### src/hdl/lzfg_pkg.sv
// Shared types and constants for the LZ77 flag-group decoder.
package lzfg_pkg;

   localparam logic [2:0] STATUS_OK        = 3'd0;
   localparam logic [2:0] STATUS_BAD_MATCH = 3'd1;
   localparam logic [2:0] STATUS_TRUNCATED = 3'd2;
   localparam logic [2:0] STATUS_NEG_COUNT = 3'd3;
   localparam logic [2:0] STATUS_TOO_LONG  = 3'd4;

   // controller to datapath
   typedef struct packed {
      logic       load;      // register the accepted input word
      logic       parse;     // run the parser on the registered word
      logic       copy_step; // emit one copied byte
   } ctrl_type;

   // datapath to controller
   typedef struct packed {
      logic       copy_pending; // parser started a match copy
      logic       copy_last;    // current copy byte is the last one
      logic       has_result;   // parse produced a status-only or literal word
   } stat_type;

endpackage

### src/hdl/lzfg_control.sv
// Controller: sequences accept, parse, copy and result handshake.
module lzfg_control (
   input  logic               clock,
   input  logic               reset,
   input  logic               req_valid,
   output logic               req_stall,
   output logic               rsp_valid,
   input  logic               rsp_stall,
   output lzfg_pkg::ctrl_type ctrl,
   input  lzfg_pkg::stat_type stat
);
   import lzfg_pkg::*;

   localparam logic [1:0] S_IDLE  = 2'd0;
   localparam logic [1:0] S_PARSE = 2'd1;
   localparam logic [1:0] S_OUT   = 2'd2;
   localparam logic [1:0] S_COPY  = 2'd3;

   logic [1:0] state_ff, state_in;
   logic       accept;

   assign req_stall = (state_ff != S_IDLE);
   assign accept = req_valid && !req_stall;
   // a pending copy emits its words from S_COPY only
   assign rsp_valid = ((state_ff == S_OUT) && stat.has_result && !stat.copy_pending) ||
                      (state_ff == S_COPY);

   always_comb begin
      state_in = state_ff;
      ctrl.load = accept;
      ctrl.parse = (state_ff == S_PARSE);
      ctrl.copy_step = (state_ff == S_COPY) && !rsp_stall;
      unique case (state_ff)
         S_IDLE:  if (accept) state_in = S_PARSE;
         S_PARSE: state_in = S_OUT;
         S_OUT: begin
            // parse result registers are now visible
            if (stat.copy_pending) state_in = S_COPY;
            else if (!stat.has_result) state_in = S_IDLE;
            else if (!rsp_stall) state_in = S_IDLE;
         end
         S_COPY:  if (!rsp_stall && stat.copy_last) state_in = S_IDLE;
         default: state_in = S_IDLE;
      endcase
   end

   always_ff @(posedge clock) begin
      if (reset) state_ff <= S_IDLE;
      else state_ff <= state_in;
   end
endmodule
### config.mk
export PLATFORM = sky130hd
export DESIGN_NAME = lzfg_control
export DESIGN_NICKNAME = d
export VERILOG_FILES = /design/src/hdl/lzfg_pkg.sv /design/src/hdl/lzfg_control.sv
export SDC_FILE = /design/constraint.sdc
export NUM_CORES = 1
export LEC_CHECK = 0
export BUFFER_PORTS_ARGS = -buffer_cell sky130_fd_sc_hd__buf_2
export CORE_AREA = 2 2 39 41
export DETAILED_ROUTE_END_ITERATION = 10
export DIE_AREA = 0 0 41 43
export RECOVER_POWER = 25
export SYNTH_ARGS = -nofsm -noshare
export SYNTH_HDL_FRONTEND = slang
export SYNTH_SLANG_ARGS = --single-unit
### constraint.sdc
create_clock -name clock -period 2.8 [get_ports clock]
set_clock_uncertainty 0.1 [all_clocks]
set_input_delay 0.14 -clock clock [delete_from_list [all_inputs] [get_ports clock]]
set_output_delay 0.14 -clock clock [all_outputs]
set_load 0.02 [all_outputs]
==> Word level (Yosys, flattened, before mapping) <==
Index checks and enable logic that the tools add are counted.
{ "op_classes": {"eq_ne": 6, "n_mux": 6, "reduce_logical": 12} }
{ "ops": {"columns": ["operator", "count"], "rows": [
  ["$mux 2", 5],
  ["$pmux 2 s4", 1],
  ["$logic_and 1x1->1", 5],
  ["$eq 2x2->1 const B", 2],
  ["$ne 4x4->1 const B", 1],
  ["$logic_not 1->1", 3],
  ["$reduce_and 3->1", 1],
  ["$eq 2x1->1 const B", 1],
  ["$logic_not 2->1", 1],
  ["$ne 2x1->1 const B", 1],
  ["$ne 2x2->1 const B", 1],
  ["$reduce_bool 2->1", 1],
  ["$logic_or 1x1->1", 1]
]} }
{ "totals": {"regBits": 2} }

==> Depth between registers and ports, before layout <==
Gate-level depths: netlist of the first run.
{ "logic_depth": {"word_depth": 5, "depth_mapped": 3} }

==> Least setup slack after synthesis of the first run <==
OpenSTA, ideal clock, no wires.
{ "synth_path": {"path_type": "register to output", "startpoint": "register state_ff[1]", "endpoint": "output ctrl[2] (netlist bit)", "arrival_ps": 954, "t_required_ps": 2560, "slack_ps": 1606, "path_stages_with_launch": 4, "path_buffers": 1, "path_cell_list": "dfxtp_1 > or2_2 > nor2_1 > buf_4"} }
{ "synth_via": {"elab_chain_len": 3} }
{ "synth_rtl": {"columns": ["item", "line", "source"], "rows": [
  ["from (decl)", "lzfg_control.sv:19", "logic [1:0] state_ff, state_in;"],
  ["from (signal assigned)", "lzfg_control.sv:49", "else state_ff <= state_in;"],
  ["$reduce_bool 2->1", "lzfg_control.sv:22", "assign req_stall = (state_ff != S_IDLE);"],
  ["named net req_stall", "lzfg_control.sv:6", "output logic req_stall,"],
  ["$logic_not 1->1", "lzfg_control.sv:23", "assign accept = req_valid && !req_stall;"],
  ["$logic_and 1x1->1", "lzfg_control.sv:23", null],
  ["to (decl)", "lzfg_control.sv:9", "output lzfg_pkg::ctrl_type ctrl,"]
]} }
The timed path passes the listed nets, and every way through them passes these cells.

==> results.sh, run 1 <==
export IMPL_status="finished clean"
export IMPL_hold_path_class="in -> reg"
export IMPL_grt_max_degree=9
export IMPL_fin_total_pwr_mw=0.135
export IMPL_crit_type="reg -> out"
export IMPL_cp_required_ns=2.56
export IMPL_synthesis_area_per_instance_um2=8.01
export IMPL_routabilityCongestion=0.627
export IMPL_setup_ws_ns=1.39
export IMPL_drc_errors=0
export IMPL_top_regs="state_ff (2)"
export IMPL_htreeDepth=1
export IMPL_total_leakage_power_nw=0.129
export IMPL_clock_root_buffer="clkbuf_4"
export IMPL_finalNetCount=42
export IMPL_post_dp_hpwl_um=317
export IMPL_dr_total_vias=177
export IMPL_start_kind="flip-flop"
export IMPL_yosysUniqueCellTypes=16
export IMPL_irDropWorstVdd_mv=0.0972
export IMPL_track_usage=0.0551
export IMPL_die_area_um2=1760
export IMPL_clkSinkCount=2
export IMPL_largest_register="state_ff"
export IMPL_synth_top_area_frac=0.250
export IMPL_timing_hold_ws_ns=0.0150
export IMPL_syn_area_um2=160
export IMPL_clockBufferDepth=2
export IMPL_insertion_delay_ns=0.22
export IMPL_fmax_ghz=0.708
export IMPL_largest_reg_flops=2
export IMPL_final_common_cell="buf_2"
export IMPL_final_antenna_net_count=0
export IMPL_wl_per_cell_um=7.88
export IMPL_grt_first_pass_wirelength_um=607
export IMPL_grt_pass1_vias=156
export IMPL_die_x_um=41
export IMPL_yosysWarnings=0
export IMPL_setup_tns_ns=0
export IMPL_syn_num_nets=27
export IMPL_ctsHoldBuffers=0
export IMPL_via_per_inst=3.61
export IMPL_powerDensity_nw_per_um2=538
export IMPL_io_buffers=11
export IMPL_grt_setup_unrepaired="no"
export IMPL_dr_pass1_iters=2
export IMPL_synth_area_leaders="dfxtp_1 25%, o32ai_2 10%, nand2b_1 7.8%"
export IMPL_place_ws_ns=1.61
export IMPL_io_pins=12
export IMPL_overflow=0
export IMPL_rows=14
export IMPL_cts_buffers=3
export IMPL_area_delta_synth_final_pct=56.2
export IMPL_cp_end_kind="primary output"
export IMPL_initial_core_util=0.116
export IMPL_utilization=0.181
export IMPL_design_core_area_um2=1380
export IMPL_cp_max_fo=8
export IMPL_synth_cells=20
export IMPL_cts_tree="built"
export IMPL_min_period_over_period=0.505
export IMPL_report_final_setup_viol=0
export IMPL_ys_seq_area_frac=0.250
export IMPL_antenna_found_initial=0
export IMPL_period_needed_ns=1.41
export IMPL_slew_viol_final=0
export IMPL_fp_dieH_um=43
export IMPL_worst_endpoint_arrival_ns=1.17
export IMPL_worst_pin_slew_ns=0.240
export IMPL_max_slew_margin=0.840
export IMPL_path_clk_slew_ns=0.03
export IMPL_first_iter_violations=2
export IMPL_synth_top_area_cell="dfxtp_1"
export IMPL_drive_gt1_frac=0.515
export IMPL_n_antenna_cell=0
export IMPL_final_cell_mix="11 x buf_2, 3 x nor2_1, 3 x clkbuf_4"
export IMPL_hold_viol_final=0
export IMPL_maxCapViolCount=0
export IMPL_ys_ff_latch=2
export IMPL_post_cts_resized=0
export IMPL_postCtsSetupBuffers=0
export IMPL_drt_total_wl_um=386
[metrics by stage]
| stage | instances | instance area (um^2) |
|---|---|---|
| final | 49 | 250 |
| after global routing | 49 | 250 |
| after CTS | 49 | 250 |
| after detailed placement | 46 | 228 |
| after floorplan | 20 | 160 |
| after global placement | 46 | 228 |
[power breakdown]
| group | total (mW) | leakage (nW) | internal (mW) | switching [mW] |
|---|---|---|---|---|
| clock | 0.0617 | 0.0138 | 0.0471 | 0.0146 |
| combinational | 0.0356 | 0.0983 | 0.0163 | 0.0193 |
| sequential | 0.0372 | 0.0165 | 0.0318 | 0.00548 |
[path summary, 6_finish.rpt]
path,start,to,slack (ns),cells past startpoint
max,state_ff[1]$_SDFFE_PP0P_,ctrl[2],1.39,3
min reg2reg,state_ff[1]$_SDFFE_PP0P_,state_ff[1]$_SDFFE_PP0P_,0.47,2
min,reset,state_ff[1]$_SDFFE_PP0P_,0.01,2
max reg2reg,state_ff[0]$_SDFFE_PP0P_,state_ff[0]$_SDFFE_PP0P_,1.79,2
[critical path, cell delays in order (launching register included)]
cell	delay, ns
dfxtp_1	0.36
or2_2	0.34
nor2_1	0.09
buf_2	0.16
[area by class of cell]
| class | instances | area, um^2 |
|---|---|---|
| clock buffers | 3 | 22.5 |
| multi-input cells | 16 | 109 |
| inverters | 1 | 3.75 |
| repair buffers | 11 | 55.1 |
| well taps | 16 | 20.0 |
| flip-flops and latches | 2 | 40.0 |
| fillers | 169 | 1130 |
[kinds of logic after synthesis]
| family | count (synthesis) | synth area share |
|---|---|---|
| DFF | 2 | 0.250 |
| and+or+nand+nor | 12 | 0.453 |
| AOI/OAI and AO/OA | 4 | 0.227 |
| buffers and inverters | 2 | 0.0703 |
[per-layer routing]
layer,GRT usage,up-vias,share of wire
met5,0,-,0
met4,0.0400,0,0
met3,0.0366,0,0.054
met2,0.0813,3,0.54
met1,0.0510,77,0.40
li1,-,97,-
[Yosys cell counts (all sizes together)]
| cell | instances |
|---|---|
| dfxtp | 2 |
| nand2b | 2 |
| buf | 1 |
| nor2b | 1 |
| and4b | 1 |
| or2 | 1 |
| nor2 | 3 |
| o21a | 1 |
| a211oi | 1 |
| and2b | 1 |
| a21oi | 1 |
| nand2 | 1 |
| o32ai | 1 |
| inv | 1 |
| nand3 | 1 |
| and3b | 1 |
(Power assumes the default switching activity.)
==> inputs of run 2 (changes only) <==
- clock period: 2.8 -> 1.48 ns (I/O delays scaled with it)
==> run 2 against run 1 <==
  * Non-clock buffer count up 1
  * Cell count rose by 2.0%
  * Global-route usage did not move
  * Routed wire length grew 5.7%
  * Sequential cell count did not move
  * Setup slack worse by 1.3 ns
  * Utilization rose by 0.72 points
  * Clock power grew 98%
  * Largest cell class unchanged
  * Largest power group unchanged
==> results.sh, run 2 (same netlist as run 1, synthesis figures left out) <==
export IMPL_io_pins=12
export IMPL_grt_max_degree=9
export IMPL_cts_buffers=3
export IMPL_area_delta_synth_final_pct=62.5
export IMPL_n_antenna_cell=0
export IMPL_htreeDepth=1
export IMPL_drt_total_wl_um=408
export IMPL_dr_pass1_iters=2
export IMPL_largest_register="state_ff"
export IMPL_largest_reg_flops=2
export IMPL_design_core_area_um2=1380
export IMPL_rows=14
export IMPL_first_iter_violations=4
export IMPL_path_delay_family="simple AND/OR/NAND/NOR gates"
export IMPL_final_cell_mix="11 x buf_2, 3 x nor2_1, 3 x clkbuf_4"
export IMPL_grt_setup_unrepaired="no"
export IMPL_via_per_inst=3.78
export IMPL_path_clk_slew_ns=0.03
export IMPL_holdCritStartpoint="stat[0]"
export IMPL_die_area_um2=1760
export IMPL_powerDensity_nw_per_um2=1000
export IMPL_cts_tree="built"
export IMPL_crit_type="reg -> out"
export IMPL_top_regs="state_ff (2)"
export IMPL_slew_viol_final=0
export IMPL_worst_endpoint_arrival_ns=1.18
export IMPL_period_needed_ns=1.36
export IMPL_drc_errors=0
export IMPL_postCtsSetupBuffers=0
export IMPL_grt_first_pass_wirelength_um=586
export IMPL_min_period_over_period=0.917
export IMPL_utilization=0.188
export IMPL_insertion_delay_ns=0.23
export IMPL_fin_total_pwr_mw=0.261
export IMPL_final_antenna_net_count=0
export IMPL_finalNetCount=43
export IMPL_antenna_found_initial=0
export IMPL_total_leakage_power_nw=0.133
export IMPL_initial_core_util=0.116
export IMPL_clkSinkCount=2
export IMPL_hold_viol_final=0
export IMPL_worstPathCellList="or2_2 > nor2_1 > buf_2"
export IMPL_fmax_ghz=0.737
export IMPL_track_usage=0.0551
export IMPL_wl_per_cell_um=8.16
export IMPL_hold_path_class="in -> reg"
export IMPL_report_final_setup_viol=0
export IMPL_p_seq_frac=0.269
export IMPL_clock_root_buffer="clkbuf_4"
export IMPL_cp_num_buf_inv=1
export IMPL_post_cts_resized=0
export IMPL_pwr_share_clk=0.465
export IMPL_max_stage_delay_ns=0.36
export IMPL_dr_total_vias=189
export IMPL_final_common_cell="buf_2"
export IMPL_setup_tns_ns=0
export IMPL_worst_pin_slew_ns=0.237
export IMPL_cp_slowest_cell="dfxtp_1"
export IMPL_r2r_start="state_ff[0]$_SDFFE_PP0P_"
export IMPL_irDropWorstVdd_mv=0.155
export IMPL_drive_gt1_frac=0.500
export IMPL_fp_dieH_um=43
export IMPL_routabilityCongestion=0.652
export IMPL_grt_pass1_vias=163
export IMPL_overflow=0
export IMPL_p_comb_frac=0.266
export IMPL_status="finished clean"
export IMPL_swShare=0.302
export IMPL_die_x_um=41
export IMPL_fill_cells=166
export IMPL_p_sw_mw=0.0790
export IMPL_cp_required_ns=1.31
export IMPL_internal_power_mw=0.182
export IMPL_io_buffers=11
export IMPL_cp_startpoint="state_ff[1]$_SDFFE_PP0P_"
export IMPL_ctsHoldBuffers=1
export IMPL_max_slew_margin=0.842
export IMPL_cp_max_fo=8
export IMPL_cp_end_kind="primary output"
export IMPL_start_kind="flip-flop"
export IMPL_clockBufferDepth=2
export IMPL_maxCapViolCount=0
[run 2: layer usage]
metal,global-route usage,up-vias,part of all wire
met5,0,-,0
met4,0.100,0,0.027
met3,0,2,0.047
met2,0.0875,5,0.59
met1,0.0382,84,0.33
li1,-,98,-
[run 2: area by class of cell]
cell class / instances / area, um^2 / share of cell area
well taps: 16 / 20.0 / 0.0769
clock buffers: 3 / 22.5 / 0.0865
inverters: 1 / 3.75 / 0.0144
flip-flops and latches: 2 / 40.0 / 0.154
repair buffers: 12 / 65.1 / 0.250
multi-input cells: 16 / 109 / 0.418
[run 2: final timing paths]
check / slack (ns) / depth (start not counted) / to
max reg2reg: 0.49 / 2 / state_ff[0]$_SDFFE_PP0P_
max: 0.12 / 3 / ctrl[2]
min: 0.03 / 3 / state_ff[1]$_SDFFE_PP0P_
min reg2reg: 0.46 / 2 / state_ff[1]$_SDFFE_PP0P_
[run 2: tightest hold or removal path, cell delays in order]
cell and delay [ns]:
buf_2 0.10, nand3_1 0.07, a211oi_1 0.06
[run 2: power by group through the flow]
stage | sequential [mW] | clock, mW | combinational (mW)
floorplan | 0.0677 | 0 | 0.0487
global placement | 0.0700 | 0 | 0.0680
detailed placement | 0.0706 | 0 | 0.0683
CTS | 0.0700 | 0.133 | 0.0706
global route | 0.0717 | 0.125 | 0.0749
finish | 0.0701 | 0.122 | 0.0695
[run 2: through the flow]
stage	std cells	hold WS (ns)	instance area [um^2]	setup slack [ns]
6_report	50	0.0289	260	0.123
5_1_grt	50	0.0377	260	0.0648
4_1_cts	50	0.0214	260	0.109
3_5_place_dp	46	0.172	228	0.365
3_3_place_gp	46	0.175	228	0.369
2_1_floorplan	20	0.0468	160	0.352
